--- config.mk ---
export PLATFORM = sky130hd
export DESIGN_NAME = wdpf_queue
export DESIGN_NICKNAME = d
export VERILOG_FILES = /design/src/sv/wdpf_pkg.sv /design/src/sv/wdpf_queue.sv
export SDC_FILE = /design/constraint.sdc
export NUM_CORES = 1
export LEC_CHECK = 0
export BUFFER_PORTS_ARGS = -buffer_cell sky130_fd_sc_hd__buf_2
export CORE_ASPECT_RATIO = 0.75
export CORE_MARGIN = 2
export CORE_UTILIZATION = 52
export DETAILED_ROUTE_END_ITERATION = 8
export PLACE_DENSITY = 0.77
export REMOVE_ABC_BUFFERS = 1
export SLEW_MARGIN = 20
export SYNTH_ARGS = -nofsm -noshare
export SYNTH_HDL_FRONTEND = slang
export SYNTH_SLANG_ARGS = --single-unit
--- constraint.sdc ---
create_clock -name clk -period 4.2 [get_ports clk]
set_input_delay 0.42 -clock clk [delete_from_list [all_inputs] [get_ports clk]]
set_output_delay 0.42 -clock clk [all_outputs]
set_load 0.01 [all_outputs]
--- src/sv/wdpf_pkg.sv ---
// Shared types, codes and fixed-point constants for the wall distance position fix.
// Depends on nothing; every other file of the block imports it.
package wdpf_pkg;

	// Sensor and wall codes as they arrive on the select inputs.
	typedef enum logic [1:0] {
		SENSOR_FRONT,
		SENSOR_REAR,
		SENSOR_LEFT,
		SENSOR_RIGHT
	} sensor_t;

	typedef enum logic [1:0] {
		WALL_TOP,
		WALL_BOTTOM,
		WALL_LEFT,
		WALL_RIGHT
	} wall_t;

	// Offset register indexes on the configuration port.
	typedef enum logic [2:0] {
		REG_FRONT_X,
		REG_FRONT_Y,
		REG_REAR_X,
		REG_REAR_Y,
		REG_LEFT_X,
		REG_LEFT_Y,
		REG_RIGHT_X,
		REG_RIGHT_Y
	} reg_index_t;

	// Field widths.
	localparam int OFFS_W  = 14;
	localparam int HEAD_W  = 15;
	localparam int RANGE_W = 15;
	localparam int POS_W   = 16;
	localparam int REM_W   = 13;
	localparam int TRIG_W  = 17;
	localparam int PROD_W  = 34;
	localparam int ACC_W   = 36;

	// Angle constants in 1/64 degree.
	localparam logic [HEAD_W-1:0] FULL_TURN   = 15'd23040;
	localparam logic [HEAD_W-1:0] Q_TURN      = 15'd5760;
	localparam logic [HEAD_W-1:0] HALF_TURN   = 15'd11520;
	localparam logic [HEAD_W-1:0] THREE_QTURN = 15'd17280;

	// Remainder to Q16 fraction: u = (r*512 + 22) / 45, by reciprocal and one correction.
	localparam int              UQ_SHIFT    = 9;
	localparam int              NUM_W       = REM_W + UQ_SHIFT;
	localparam logic [NUM_W-1:0] UQ_BIAS    = 22'd22;
	localparam logic [6:0]      DIV_N       = 7'd45;
	localparam logic [16:0]     RECIP45     = 17'd93206;
	localparam int              RECIP_SHIFT = 22;
	localparam int              RECIP_W     = NUM_W + 17;

	// Quarter-wave sine polynomial, Q16.
	localparam logic [TRIG_W-1:0] SIN_A = 17'd102943;
	localparam logic [TRIG_W-1:0] SIN_B = 17'd42047;
	localparam logic [TRIG_W-1:0] SIN_C = 17'd4640;
	localparam logic [TRIG_W-1:0] U_ONE = 17'd65536;
	localparam int                QS_LAT = 5;

	// Result scaling: Q24 sum back to Q8 with round half up.
	localparam int WALL_SHIFT = 24;
	localparam int ROUND_HALF = 32768;
	localparam int FRAC_SHIFT = 16;

	// One classified item as it travels from the front to the back.
	typedef struct packed {
		logic                     present;
		logic                     is_x;
		logic                     wall_neg;
		logic [1:0]               quad_h;
		logic [1:0]               quad_t;
		logic [REM_W-1:0]         rem;
		logic [RANGE_W-1:0]       range_val;
		logic signed [OFFS_W-1:0] x_off;
		logic signed [OFFS_W-1:0] y_off;
	} item_t;

	typedef struct packed {
		logic  vld;
		item_t item;
	} qitem_t;

	typedef struct packed {
		logic              we;
		reg_index_t        index;
		logic [OFFS_W-1:0] data;
	} cfg_wr_t;

	// Quarter turns that the wall adds to the heading.
	function automatic logic [1:0] wall_quarters(wall_t wall);
		logic [1:0] q;
		unique case (wall)
			WALL_TOP:    q = 2'd3;
			WALL_BOTTOM: q = 2'd3;
			WALL_LEFT:   q = 2'd1;
			WALL_RIGHT:  q = 2'd1;
			default:     q = 2'd0;
		endcase
		return q;
	endfunction

	// Quarter turns that the sensor mounting adds to the heading.
	function automatic logic [1:0] sensor_quarters(sensor_t sensor);
		logic [1:0] q;
		unique case (sensor)
			SENSOR_FRONT: q = 2'd0;
			SENSOR_REAR:  q = 2'd2;
			SENSOR_LEFT:  q = 2'd1;
			SENSOR_RIGHT: q = 2'd3;
			default:      q = 2'd0;
		endcase
		return q;
	endfunction

endpackage

--- src/sv/wdpf_queue.sv ---
// Two-entry queue that decouples the front end from the arithmetic back end.
// Depends on wdpf_pkg for the item types.
module wdpf_queue (
	input  logic             clk,
	input  logic             arst_n,
	input  logic             push,
	input  wdpf_pkg::item_t  push_item,
	input  logic             pop,
	output logic             full,
	output wdpf_pkg::qitem_t head
);
	import wdpf_pkg::*;

	item_t      mem_q [2];
	logic       wr_ptr_q;
	logic       rd_ptr_q;
	logic [1:0] cnt_q;

	// Pointers and fill count.
	always_ff @(posedge clk or negedge arst_n) begin
		if (!arst_n) begin
			wr_ptr_q <= 1'b0;
			rd_ptr_q <= 1'b0;
			cnt_q    <= '0;
		end else begin
			if (push) begin
				wr_ptr_q <= !wr_ptr_q;
			end
			if (pop) begin
				rd_ptr_q <= !rd_ptr_q;
			end
			unique case ({push, pop})
				2'b10:   cnt_q <= cnt_q + 2'd1;
				2'b01:   cnt_q <= cnt_q - 2'd1;
				default: cnt_q <= cnt_q;
			endcase
		end
	end

	// Entry storage.
	always_ff @(posedge clk) begin
		if (push) begin
			mem_q[wr_ptr_q] <= push_item;
		end
	end

	assign full      = (cnt_q == 2'd2);
	assign head.vld  = (cnt_q != 2'd0);
	assign head.item = mem_q[rd_ptr_q];

endmodule

==> results by stage <==
Detailed routing:
- For this run, design rule violations remaining after detail routing come to 0.
- The violation count after the first detailed-routing iteration is 126.
- The number of nets with antenna violations after detailed routing is 0.
- Before antenna repair, the detailed router went through 4 iterations.
- Dividing the detail-routed via count by the number of cells gives 4.82.
- The routed design has 8520 um of wire.
- After detailed routing, the average wire length per cell comes to 16.9 um.
- Across all layers, the routed design uses 2,425 vias.

Logic synthesis:
- In this run the mean area of a mapped cell was 23.7 um2.
- The count of different cell masters after synthesis is 14.
- The biggest area contributor in the post-synthesis netlist is sky130_fd_sc_hd__edfxtp_1.
- By area the synthesized netlist is led by sky130_fd_sc_hd__edfxtp_1 (75%), sky130_fd_sc_hd__mux2_4 (18%), sky130_fd_sc_hd__buf_12 (2.4%).
- In this run the cell area of the synthesized design comes to 5030 um2.
- The area share of the largest cell type after synthesis is 0.752.
- Yosys printed 0 warnings.
- The cell count after synthesis is 212.
- The synthesized design contains 130 register bits.
- The sequential share of the synthesized area is 0.772.

Placed design:
- At the placement stage, the worst setup path has a slack of 1.84 ns.
- The number of instances in the placed design is 472.
- The half-perimeter wire length after detailed placement is 5540 um.
- The placed cell area is 5760 um2.
- The port buffer count is 131.
- The final estimated routing congestion in global placement is 0.742.

Status:
- The flow ran to the end, and the final reports show no timing, DRC or antenna violations.

Global route:
- The via count of the first global-routing pass is 2,435.
- The global router's overall resource usage is 0.167.
- The number of antenna violations at the first check in global routing is 1.
- For this run the aggregate overflow at the end of global routing stands at 0.
- The maximum number of pins on one net before global-route repair is 52.
- The first-pass GRT wire length is 12,600 um.

Power:
- Of the total power, registers draw 0.448.
- The cell area power density is 688 nW/um2.
- In this run the power spent charging and discharging nets is 1.18 mW.
- The internal portion of the total power is 3.12 mW.
- Of the total power, the share spent switching nets is 0.275.
- Of the total power, the clock network draws 0.279.
- The static leakage is 2.55 nW.
- The total chip power is 4.30 mW.
- The part of the total power dissipated in combinational logic is 0.273.
- The worst-case IR drop observed on VDD is 468 uV.

Hold path:
- In this run the worst hold path is classified as input pin to register.
- The hold path startpoint is push_item[43].

Clocking:
- CTS placed an instance of sky130_fd_sc_hd__clkbuf_16 at the clock tree root.
- The clock sink total is 130.
- The TritonCTS clock tree is done.
- In this run the post-CTS setup repair buffer count came out at 0.
- The clock reaches the later pin of the worst-skew pair after 0.40 ns.
- No sink is reached through more buffers than the 2 on the longest clock path.
- Counting the buffers created by CTS gives 17.
- The number of gates resized after CTS is 0.
- The H-tree generated during clock tree synthesis spans 4 levels.
- After clock tree synthesis, the clock-pin slew on the worst setup and hold paths is 0.05 ns.

STA:
- On the final layout, the worst hold slack is 0.208 ns.
- The transition time at the pin with the least slew margin is 0.961 ns.
- The total count of max-transition violations in the final report is 0.
- The max-slew headroom at the worst pin is 0.358.
- Setup repair after global routing left no endpoint under its margin.
- The sum of negative setup slack is 0 ns.
- Static timing analysis puts the maximum clock frequency at 0.364 GHz.
- The time the final worst path needs with I/O delays and setup is 2.75 ns.
- The worst setup margin is 1.45 ns.
- The final worst-path cycle share is 0.654.
- The total setup violations reported at the end of the flow is 0.
- The number of hold-slack violations in the final timing report is 0.
- The worst clock skew is 0.00479 ns.

Final layout:
- Relative to the synthesized area, the layout overhead comes to 24.3%.
- The final instance area is 6260 um2.
- The net count of the finished layout is 428.
- The number of antenna diodes in the final layout is 0.
- Once layout is complete, the cells apart from fillers number 503.
- The library cells used most frequently in the layout, excluding fill and tap cells, are sky130_fd_sc_hd__buf_2 (131), sky130_fd_sc_hd__edfxtp_1 (126), sky130_fd_sc_hd__mux2_4 (59), sky130_fd_sc_hd__clkbuf_16 (17), sky130_fd_sc_hd__clkinv_2 (6).
- The most common cell after layout, fill and taps aside is sky130_fd_sc_hd__buf_2.
- The share of cells above drive strength 1 is 0.606.
- The core occupancy in the finished layout is 0.656.

Floorplanning:
- The number of top-level design ports is 132.
- The height of the chip is 89.2 um.
- For this configuration, the core starts out at a cell density of 0.527.
- The area of the core is 9540 um2.
- The floorplan step defined a die boundary enclosing 10,500 um2.
- The count of standard-cell rows is 31.
- The floorplan step set the die width to 118 um.

Critical path:
- The critical path starts at rd_ptr_q.
- The reg-to-reg critical path startpoint is wr_ptr_q.
- The worst setup path is captured at a primary output.
- The endpoint arrival time on the critical path is 2.33 ns.
- Data on the critical path is required at its endpoint by 3.78 ns.
- The maximum fanout along the worst path is 51.
- The worst setup path is launched from a register.
- The worst setup path is of the register to primary output kind.

Flow run:
- The reported max-cap violation count is 0.
## sequential cells by signal (all words and copies together), names as in the netlist
name,count
cnt_q,2
mem_q,126
rd_ptr_q,1
wr_ptr_q,1
## final cells by class
cell class / count / area [um2]
Sequential cell: 130 / 3890
Fill cell: 673 / 3290
Multi-Input combinational cell: 74 / 1020
Timing Repair Buffer: 136 / 696
Clock buffer: 19 / 433
Tap cell: 132 / 165
Clock inverter: 11 / 48.8
Inverter: 1 / 3.75
## critical path, stage by stage, from the launching register on
cell,delay (ns)
sky130_fd_sc_hd__dfrtp_4,1.02
sky130_fd_sc_hd__buf_4,0.41
sky130_fd_sc_hd__mux2_4,0.33
sky130_fd_sc_hd__buf_2,0.14
## synthesized netlist by cell type (all sizes together)
library cell,n
dfrtp,4
inv,1
mux2,63
and2,1
ha,1
xnor2,2
xor2,3
edfxtp,126
or2,1
nor2,2
nor2b,1
buf,7
## cell families (layout without fill, tap and decap cells)
group | after synthesis | after routing | synth area share
xor gates and xnor gates | 5 | 5 | 0.00870
and+or+nand+nor | 5 | 5 | 0.00522
muxes | 63 | 63 | 0.185
adders and majority gates | 1 | 1 | 0.00249
DFF | 130 | 130 | 0.772
buffers and inverters | 8 | 167 | 0.0269
## routing by layer
metal,vias up,track usage,wire length [um]
met5,-,0,0
met4,0,0.0624,23
met3,4,0.0861,775
met2,102,0.260,4060
met1,1190,0.204,3660
li1,1129,-,-
## power groups by stage
stage | Clock [mW] | Sequential (mW) | Combinational [mW]
2_1_floorplan | 0 | 1.94 | 0.833
3_3_place_gp | 0 | 1.95 | 1.17
3_5_place_dp | 0 | 1.96 | 1.18
4_1_cts | 1.23 | 1.94 | 1.19
5_1_grt | 1.29 | 1.96 | 1.25
6_report | 1.20 | 1.93 | 1.17
## worst paths after layout
kind                            cells past startpoint      endpoint  slack (ns)
worst max-delay path                                3      head[14]        1.45
worst min-delay path                                1  mem_q[1][43]        0.21
worst max register to register                      2  mem_q[0][58]        2.14
worst min register to register                      1      cnt_q[1]        0.49
max in group asynchronous                           2      rd_ptr_q        3.69
min in group asynchronous                           2      cnt_q[0]        0.37
## repair_timing
action	CTS	global route
hold buffers	1	0
hold endpoints to repair	4	0
endpoints found under the setup margin	0	0
Power figures use the tool's default switching activity.
