--- config.mk ---
export PLATFORM = sky130hd
export DESIGN_NAME = wdpf_front
export DESIGN_NICKNAME = d
export VERILOG_FILES = /design/src/sv/wdpf_pkg.sv /design/src/sv/wdpf_front.sv
export SDC_FILE = /design/constraint.sdc
export NUM_CORES = 1
export LEC_CHECK = 0
export ABC_AREA = 1
export BUFFER_PORTS_ARGS = -buffer_cell sky130_fd_sc_hd__buf_2
export CORE_ASPECT_RATIO = 2
export CORE_MARGIN = 5
export CORE_UTILIZATION = 40
export CTS_CLUSTER_SIZE = 25
export DETAILED_ROUTE_END_ITERATION = 10
export GPL_ROUTABILITY_DRIVEN = 0
export PLACE_DENSITY_LB_ADDON = 0.2
export REMOVE_ABC_BUFFERS = 1
export SLEW_MARGIN = 20
export SYNTH_ARGS = -nofsm -noshare
export SYNTH_HDL_FRONTEND = slang
export SYNTH_SLANG_ARGS = --single-unit
--- constraint.sdc ---
create_clock -name clk -period 3.75 [get_ports clk]
set_clock_uncertainty 0.15 [all_clocks]
set_input_delay 0.375 -clock clk [delete_from_list [all_inputs] [get_ports clk]]
set_output_delay 0.375 -clock clk [all_outputs]
set_load 0.01 [all_outputs]
--- src/sv/wdpf_pkg.sv ---
// Shared types, codes and fixed-point constants for the wall distance position fix.
// Depends on nothing; every other file of the block imports it.
package wdpf_pkg;

	// Sensor and wall codes as they arrive on the select inputs.
	typedef enum logic [1:0] {
		SENSOR_FRONT,
		SENSOR_REAR,
		SENSOR_LEFT,
		SENSOR_RIGHT
	} sensor_t;

	typedef enum logic [1:0] {
		WALL_TOP,
		WALL_BOTTOM,
		WALL_LEFT,
		WALL_RIGHT
	} wall_t;

	// Offset register indexes on the configuration port.
	typedef enum logic [2:0] {
		REG_FRONT_X,
		REG_FRONT_Y,
		REG_REAR_X,
		REG_REAR_Y,
		REG_LEFT_X,
		REG_LEFT_Y,
		REG_RIGHT_X,
		REG_RIGHT_Y
	} reg_index_t;

	// Field widths.
	localparam int OFFS_W  = 14;
	localparam int HEAD_W  = 15;
	localparam int RANGE_W = 15;
	localparam int POS_W   = 16;
	localparam int REM_W   = 13;
	localparam int TRIG_W  = 17;
	localparam int PROD_W  = 34;
	localparam int ACC_W   = 36;

	// Angle constants in 1/64 degree.
	localparam logic [HEAD_W-1:0] FULL_TURN   = 15'd23040;
	localparam logic [HEAD_W-1:0] Q_TURN      = 15'd5760;
	localparam logic [HEAD_W-1:0] HALF_TURN   = 15'd11520;
	localparam logic [HEAD_W-1:0] THREE_QTURN = 15'd17280;

	// Remainder to Q16 fraction: u = (r*512 + 22) / 45, by reciprocal and one correction.
	localparam int              UQ_SHIFT    = 9;
	localparam int              NUM_W       = REM_W + UQ_SHIFT;
	localparam logic [NUM_W-1:0] UQ_BIAS    = 22'd22;
	localparam logic [6:0]      DIV_N       = 7'd45;
	localparam logic [16:0]     RECIP45     = 17'd93206;
	localparam int              RECIP_SHIFT = 22;
	localparam int              RECIP_W     = NUM_W + 17;

	// Quarter-wave sine polynomial, Q16.
	localparam logic [TRIG_W-1:0] SIN_A = 17'd102943;
	localparam logic [TRIG_W-1:0] SIN_B = 17'd42047;
	localparam logic [TRIG_W-1:0] SIN_C = 17'd4640;
	localparam logic [TRIG_W-1:0] U_ONE = 17'd65536;
	localparam int                QS_LAT = 5;

	// Result scaling: Q24 sum back to Q8 with round half up.
	localparam int WALL_SHIFT = 24;
	localparam int ROUND_HALF = 32768;
	localparam int FRAC_SHIFT = 16;

	// One classified item as it travels from the front to the back.
	typedef struct packed {
		logic                     present;
		logic                     is_x;
		logic                     wall_neg;
		logic [1:0]               quad_h;
		logic [1:0]               quad_t;
		logic [REM_W-1:0]         rem;
		logic [RANGE_W-1:0]       range_val;
		logic signed [OFFS_W-1:0] x_off;
		logic signed [OFFS_W-1:0] y_off;
	} item_t;

	typedef struct packed {
		logic  vld;
		item_t item;
	} qitem_t;

	typedef struct packed {
		logic              we;
		reg_index_t        index;
		logic [OFFS_W-1:0] data;
	} cfg_wr_t;

	// Quarter turns that the wall adds to the heading.
	function automatic logic [1:0] wall_quarters(wall_t wall);
		logic [1:0] q;
		unique case (wall)
			WALL_TOP:    q = 2'd3;
			WALL_BOTTOM: q = 2'd3;
			WALL_LEFT:   q = 2'd1;
			WALL_RIGHT:  q = 2'd1;
			default:     q = 2'd0;
		endcase
		return q;
	endfunction

	// Quarter turns that the sensor mounting adds to the heading.
	function automatic logic [1:0] sensor_quarters(sensor_t sensor);
		logic [1:0] q;
		unique case (sensor)
			SENSOR_FRONT: q = 2'd0;
			SENSOR_REAR:  q = 2'd2;
			SENSOR_LEFT:  q = 2'd1;
			SENSOR_RIGHT: q = 2'd3;
			default:      q = 2'd0;
		endcase
		return q;
	endfunction

endpackage

--- src/sv/wdpf_front.sv ---
// Front end: offset registers, item acceptance and classification.
// Depends on wdpf_pkg for the item, configuration and code types.
module wdpf_front (
	input  logic                               clk,
	input  logic                               arst_n,
	input  wdpf_pkg::cfg_wr_t                  cfg,
	input  logic                               start,
	input  logic                               q_full,
	input  logic [1:0]                         sensor_select,
	input  logic [1:0]                         wall_select,
	input  logic [wdpf_pkg::HEAD_W-1:0]        heading,
	input  logic [wdpf_pkg::RANGE_W-1:0]       range_reading,
	input  logic                               reading_present,
	output logic                               busy,
	output logic                               push,
	output wdpf_pkg::item_t                    item
);
	import wdpf_pkg::*;

	logic signed [OFFS_W-1:0] x_off_q [4];
	logic signed [OFFS_W-1:0] y_off_q [4];

	sensor_t           sensor;
	wall_t             wall;
	logic [HEAD_W-1:0] h_red;
	logic [HEAD_W-1:0] base;
	logic [HEAD_W-1:0] h_rem;
	logic [1:0]        quad;

	// Offset registers, one pair per sensor.
	always_ff @(posedge clk or negedge arst_n) begin
		if (!arst_n) begin
			for (int i = 0; i < 4; i++) begin
				x_off_q[i] <= '0;
				y_off_q[i] <= '0;
			end
		end else if (cfg.we) begin
			unique case (cfg.index)
				REG_FRONT_X: x_off_q[SENSOR_FRONT] <= $signed(cfg.data);
				REG_FRONT_Y: y_off_q[SENSOR_FRONT] <= $signed(cfg.data);
				REG_REAR_X:  x_off_q[SENSOR_REAR]  <= $signed(cfg.data);
				REG_REAR_Y:  y_off_q[SENSOR_REAR]  <= $signed(cfg.data);
				REG_LEFT_X:  x_off_q[SENSOR_LEFT]  <= $signed(cfg.data);
				REG_LEFT_Y:  y_off_q[SENSOR_LEFT]  <= $signed(cfg.data);
				REG_RIGHT_X: x_off_q[SENSOR_RIGHT] <= $signed(cfg.data);
				REG_RIGHT_Y: y_off_q[SENSOR_RIGHT] <= $signed(cfg.data);
				default:     x_off_q[SENSOR_FRONT] <= x_off_q[SENSOR_FRONT];
			endcase
		end
	end

	// An item is taken whenever the queue has room.
	assign busy = q_full;
	assign push = start && !q_full;

	assign sensor = sensor_t'(sensor_select);
	assign wall   = wall_t'(wall_select);

	// Wrap the heading once, then split it into quadrant and remainder.
	always_comb begin
		h_red = (heading >= FULL_TURN) ? (heading - FULL_TURN) : heading;
		priority if (h_red >= THREE_QTURN) begin
			quad = 2'd3;
			base = THREE_QTURN;
		end else if (h_red >= HALF_TURN) begin
			quad = 2'd2;
			base = HALF_TURN;
		end else if (h_red >= Q_TURN) begin
			quad = 2'd1;
			base = Q_TURN;
		end else begin
			quad = 2'd0;
			base = '0;
		end
		h_rem = h_red - base;
	end

	// Classified item for the queue.
	always_comb begin
		item.present   = reading_present;
		item.is_x      = (wall == WALL_LEFT) || (wall == WALL_RIGHT);
		item.wall_neg  = (wall == WALL_BOTTOM) || (wall == WALL_LEFT);
		item.quad_h    = quad;
		item.quad_t    = quad + wall_quarters(wall) + sensor_quarters(sensor);
		item.rem       = h_rem[REM_W-1:0];
		item.range_val = range_reading;
		item.x_off     = x_off_q[sensor];
		item.y_off     = y_off_q[sensor];
	end

endmodule

==> results.md, run 1 <==
- MaxCap Viol Count: 0
- Clock Tree Buf Depth: 2
- DR WL/cell: 15.8 um
- XOR/XNOR Fraction of Synth Area: 0.0141
- Synth Area in Compound Gates: 0.189
- Max_slew headroom: 0.321
- CTS clk-pin slew, worst paths: 0.07 ns
- Fmax: 277 MHz
- Post-synthesis mux area share: 0
- Status: finished, final reports clean
- Worst Max-Slew Pin Slew: 1.02 ns
- Required time worst endpoint: 3.22 ns
- Design area: 6500 um^2
- Yosys reg bits: 112
- 1st-pass router iterations: 7
- Simple-gate share of the synthesized area: 0.187
- Final setup TNS: 0 ns
- Clk_lat worst skew: 0.34 ns
- Post-Synth Adder-Cell Area: 0.0237
- CTS tree: done
- Post-synth EDFFs: 0
- Top_reg_cell synth: dfrtp_1
- Die area: 16600 um^2
- Final wirelength: 14800 um
- Post-synth ARST share: 1.00
- Clk root buf: clkbuf_16
- Sequential element share of the synthesized area: 0.500
- Area post-placement: 6060 um^2
- Post-DP HPWL: 9410 um
- Drt via density: 5.17
- Post-Syn Instances: 691
- Min Hold Slack: 0.234 ns
- Synth Warn #: 0
- Num CTS Buffers: 9
- Power Density: 502 nW/um^2
- Avg Inst Size Synth: 8.11 um^2
- Startpoint class of the critical path: input pin
- Overall power: 3.26 mW
- Max VDD drop: 0.000298 V
- Most instantiated cells after synthesis: o21ai_0 (155), nand2_1 (133), dfrtp_1 (112)
- Final setup fails: 0
- Placeable Area: 13800 um^2
- Die Height: 177 um
- Num rows: 61
- Leak pwr: 3.19 nW
- Initial antenna violation count: 0
- Post-Syn Area: 5600 um^2
- Crit Path Category: input pin to output pin
- Initial Util: 0.405
- Final #Nets: 813
- DR vias: 4857
- First-pass GRT wire length: 23500 um
- Layout cells sized above 1: 0.208
- Total track usage: 0.179
- CP Data Arrival Time: 3.08 ns
- Area leader, netlist: dfrtp_1
- Post-synth cell types: 27
- Clock sinks: 112
- # diodes: 0
- Crit share post-route: 0.961
- Count leader, synth: o21ai_0
- IO Port Bufs: 89
- CP endpoint kind: output pin
- FILL cells: 1392
- Count of final hold-check violations: 0
- Die width: 93.7 um
- Max-slew violations: 0
- H-tree depth: 3
- Worst Hold Class: input pin to register
- Finished Core Util: 0.470
- Synth top area cells: dfrtp_1 (50%), o21ai_0 (14%), nand2_1 (8.9%)
- Grt total ovfl: 0
- Share of Yosys cell area claimed by the top area cell type: 0.500
- Remaining antenna violation count: 0
- IO Pins: 122
- Vias in the first global route: 4712
- Main combinational cell family by area after synthesis: compound AO/OA/AOI/OAI gates
- DRC Markers: 0
- Area growth syn-to-layout: 16.0%
- Largest net degree at the start of global routing: 58
- Starting DRT DRC Count: 406
- Final min period: 3.60 ns
- CP Max Fanout: 7
-- per-stage QoR --
stage                     worst slack (ns)  std cells
after floorplan                      0.425        633
after global placement              0.0917        919
after detailed placement           -0.0340        919
after CTS                           0.0932        935
after global routing               -0.0738        939
final                                0.145        939
-- cells in the final DEF (no fill, tap or decap), drive strengths merged --
cell,count
o21ai,156
nand2,150
dfrtp,112
buf,101
nor2,85
inv,47
o22ai,28
a21oi,17
nand3,13
clkbuf,11
ha,9
xor2,6
xnor2,3
clkinvlp,2
nand3b,1
o211ai,1
and2,1
o21bai,1
or2,1
nor3,1
fa,1
bufinv,1
clkinv,1
dlygate4sd3,1
-- logic make-up after synthesis --
family	Yosys count
XOR/XNOR	9
adder cells (fa/ha/maj)	10
buffers and inverters	105
AO/OA/AOI/OAI	203
AND/OR/NAND/NOR	252
flip-flops	112
-- worst paths after layout --
| path | from | slack, ns | to | cells after the start |
|---|---|---|---|---|
| worst min register to register | y_off_q[32] | 0.33 | y_off_q[32] | 2 |
| worst max register to register | y_off_q[20] | 2.87 | y_off_q[20] | 2 |
| min in group asynchronous | arst_n | 0.49 | x_off_q[48] | 2 |
| worst max-delay path | heading[9] | 0.15 | item[55] | 26 |
| worst min-delay path | cfg[1] | 0.23 | y_off_q[1] | 3 |
| max in group asynchronous | arst_n | 2.19 | y_off_q[5] | 3 |
-- final cells by class --
class	count	area, um^2	share of cell area
flip-flops and latches	112	2800	0.431
clock buffers	11	253	0.0389
inverters	47	179	0.0275
multi-input cells	474	2410	0.370
repair buffers	102	566	0.0871
clock inverters	4	53.8	0.00828
well taps	189	236	0.0364
-- registers in the layout, indices dropped and copies added (netlist names) --
register	count
y_off_q	56
x_off_q	56
-- metal layers --
| metal | up-vias | track usage | routed length (um) |
|---|---|---|---|
| met1 | 2331 | 0.217 | 6050 |
| met2 | 166 | 0.314 | 7580 |
| met3 | 12 | 0.0318 | 936 |
| met5 | - | 0.00962 | 0 |
| li1 | 2348 | - | - |
| met4 | 0 | 0.0627 | 225 |
-- repair_timing --
action                     4_1_cts  5_1_grt
resized for setup                2       20
setup endpoints to repair        1        1
gates cloned                     0        0
hold buffers                     1        0
setup buffers                    0        4
hold endpoints to repair        55        0
pin swaps                        0        8
-- worst max-delay path, cell delays in order --
cell	delay, ns
buf_4	0.14
inv_4	0.07
ha_4	0.14
inv_1	0.04
nand2_2	0.08
nand2_2	0.06
nand2_4	0.13
nand2_8	0.08
nand2_2	0.07
nand2_2	0.08
o21bai_2	0.20
o21ai_2	0.21
nand2_2	0.10
inv_2	0.09
ha_4	0.22
a21oi_2	0.13
nand2_1	0.08
nand2_1	0.06
nand2_1	0.06
a21oi_2	0.19
xnor2_2	0.14
inv_1	0.05
nand3_1	0.07
nand2_1	0.05
inv_1	0.04
buf_2	0.12
-- power by group --
group          switching, mW  internal [mW]
sequential             0.115           1.44
combinational          0.427          0.301
clock                  0.426          0.552
total                  0.968           2.29
(Power assumes the default switching activity.)
==> inputs of run 2 (changes only) <==
==> constraint.sdc (replaced) <==
create_clock -name clk -period 3.75 [get_ports clk]
set_clock_uncertainty 0.15 [all_clocks]
set_input_delay 0.1875 -clock clk [delete_from_list [all_inputs] [get_ports clk]]
set_output_delay 0.1875 -clock clk [all_outputs]
set_load 0.01 [all_outputs]
==> run 2 against run 1 <==
Net effect:
- non-clock buffer count decreased by 5
- maximum frequency increased by 5.7%
- critical path depth increased by 3
- count of clock-buffer cells in the layout decreased by 1
- critical path type unchanged
==> results.md, run 2 (synthesized netlist as in run 1, its figures left out) <==
- Count of final hold-check violations: 0 (unchanged)
- Clock network power share: 0.304 (+0.004)
- Final min period: 3.41 ns (-0.196 ns)
- IO Port Bufs: 89 (unchanged)
- Clk_lat worst skew: 0.34 ns (about the same)
- Startpoint class of the critical path: input pin
- Placeable Area: 13800 um^2 (unchanged)
- Slowest CP cell: ha_1
- RSZ-0062 raised after global routing: false
- H-tree depth: 3 (unchanged)
- Final setup TNS: 0 ns (unchanged)
- Clk root buf: clkbuf_16
- DR WL/cell: 15.8 um (+0.14%)
- Worst Hold Class: input pin to register
- Logic gate share of total power: 0.215 (-0.009)
- Initial Util: 0.405 (unchanged)
- Die area: 16600 um^2 (unchanged)
- Initial antenna violation count: 0 (unchanged)
- Power Density: 507 nW/um^2 (+1.0%)
- Sw frac: 0.301 (+0.00404)
- Biggest regs: x_off_q: 56 flops, y_off_q: 56 flops
- Status: finished, final reports clean
- Total track usage: 0.180 (+0.000592)
- CP endpoint kind: output pin
- Die width: 93.7 um (unchanged)
- Vias in the first global route: 4622 (-1.9%)
- Post-DP HPWL: 9640 um (+2.4%)
- Num rows: 61 (unchanged)
- DR vias: 4860 (+0.062%)
- # diodes: 0 (unchanged)
- Die Height: 177 um (unchanged)
- Max_slew headroom: 0.309 (-0.0121)
- Grt total ovfl: 0 (unchanged)
- IO Pins: 122 (unchanged)
- MaxCap Viol Count: 0 (unchanged)
- CTS clk-pin slew, worst paths: 0.07 ns (about the same)
- Clock sinks: 112 (unchanged)
- Most common cell after layout, fill and taps aside: o21ai_0
- Critical path's largest stage delay: 0.34 ns (+0.12 ns)
- Largest net degree at the start of global routing: 63 (+8.6%)
- Most frequent cells in the layout: o21ai_0 (155), nand2_1 (133), dfrtp_1 (112)
- Internal Power: 2.25 mW (-1.7%)
- Remaining antenna violation count: 0 (unchanged)
- WP buf/inv: 8 (+1)
- Sw power: 0.971 mW (+0.26%)
- Leak pwr: 3.14 nW (-1.6%)
- Crit share post-route: 0.909 (-0.0522)
- Drt via density: 5.20 (+0.49%)
- Area growth syn-to-layout: 13.5%
- Required time worst endpoint: 3.41 ns (+0.19 ns)
- Final setup fails: 0 (unchanged)
- Layout cells sized above 1: 0.185 (-0.0230)
- Largest delay share family, worst path: simple AND/OR/NAND/NOR gates
- CTS tree: done
- Clock Tree Buf Depth: 2 (unchanged)
- Crit Path Category: input pin to output pin
- Final #Nets: 808 (-0.62%)
- Finished Core Util: 0.460 (-0.00987)
- First-pass GRT wire length: 23500 um (-0.20%)
- Flop pwr share: 0.481 (+0.005)
- Starting DRT DRC Count: 274 (-33%)
- Fmax: 293 MHz (+5.7%)
- CP Data Arrival Time: 3.07 ns (about the same)
- DRC Markers: 0 (unchanged)
- Max-slew violations: 0 (unchanged)
- Num CTS Buffers: 9 (unchanged)
- Max VDD drop: 0.000295 V (-1.1%)
- Final wirelength: 14700 um (-0.28%)
- CP Max Fanout: 7 (unchanged)
- Worst Max-Slew Pin Slew: 1.03 ns (+0.0180 ns)
- 1st-pass router iterations: 5 (-2)
run 2: worst paths after layout:
| path | startpoint | end | slack (ns) | cells after the start |
|---|---|---|---|---|
| worst min register to register | x_off_q[39] | x_off_q[39] | 0.33 | 2 |
| worst max register to register | y_off_q[27] | y_off_q[27] | 2.85 | 2 |
| min in group asynchronous | arst_n | x_off_q[48] | 0.32 | 2 |
| worst max-delay path | heading[9] | item[55] | 0.34 | 29 |
| max in group asynchronous | arst_n | x_off_q[22] | 2.23 | 3 |
| worst min-delay path | cfg[2] | y_off_q[2] | 0.03 | 3 |
run 2: metrics by stage:
step / cell area (um^2) / hold slack (ns) / cells / total power [mW] / setup WS [ns]
after floorplan: 5290 / -0.258 / 633 / 1.99 / 0.800
after global placement: 6040 / 0.162 / 918 / 2.24 / 0.456
after detailed placement: 6040 / 0.174 / 918 / 2.28 / 0.377
after CTS: 6350 / 0.0296 / 935 / 3.26 / 0.377
after global routing: 6360 / 0.0501 / 935 / 3.42 / 0.0188
final: 6360 / 0.0306 / 935 / 3.22 / 0.341
run 2: power groups by stage:
stage	combinational, mW	clock, mW	sequential, mW
3_5_place_dp	0.702	0	1.57
3_3_place_gp	0.682	0	1.56
6_report	0.693	0.979	1.55
4_1_cts	0.705	1.00	1.55
2_1_floorplan	0.445	0	1.54
5_1_grt	0.796	1.05	1.58
run 2: what timing repair did:
item / CTS / global route
gates resized for setup: 0 / 0
hold buffers: 1 / 0
setup buffers: 0 / 0
endpoints found under the hold margin: 60 / 0
run 2: worst min-delay path, delay by kind of cell:
family                 cells  cell delay, ns
AOI/OAI and AO/OA          1            0.13
buffers and inverters      2            0.17
run 2: per-layer routing:
metal | vias up | global-route usage | wire, um | share of wire
li1 | 2338 | - | - | -
met1 | 2342 | 0.224 | 6140 | 0.42
met2 | 160 | 0.305 | 7450 | 0.50
met3 | 20 | 0.0352 | 836 | 0.057
met4 | 0 | 0.0657 | 328 | 0.022
met5 | - | 0.00962 | 0 | 0
run 2: area by class of cell:
class,count,area (um^2)
well taps,189,236
inverters,47,176
clock buffers,10,239
multi-input cells,474,2330
clock inverters,6,68.8
repair buffers,97,510
fillers,1394,7450
flip-flops and latches,112,2800
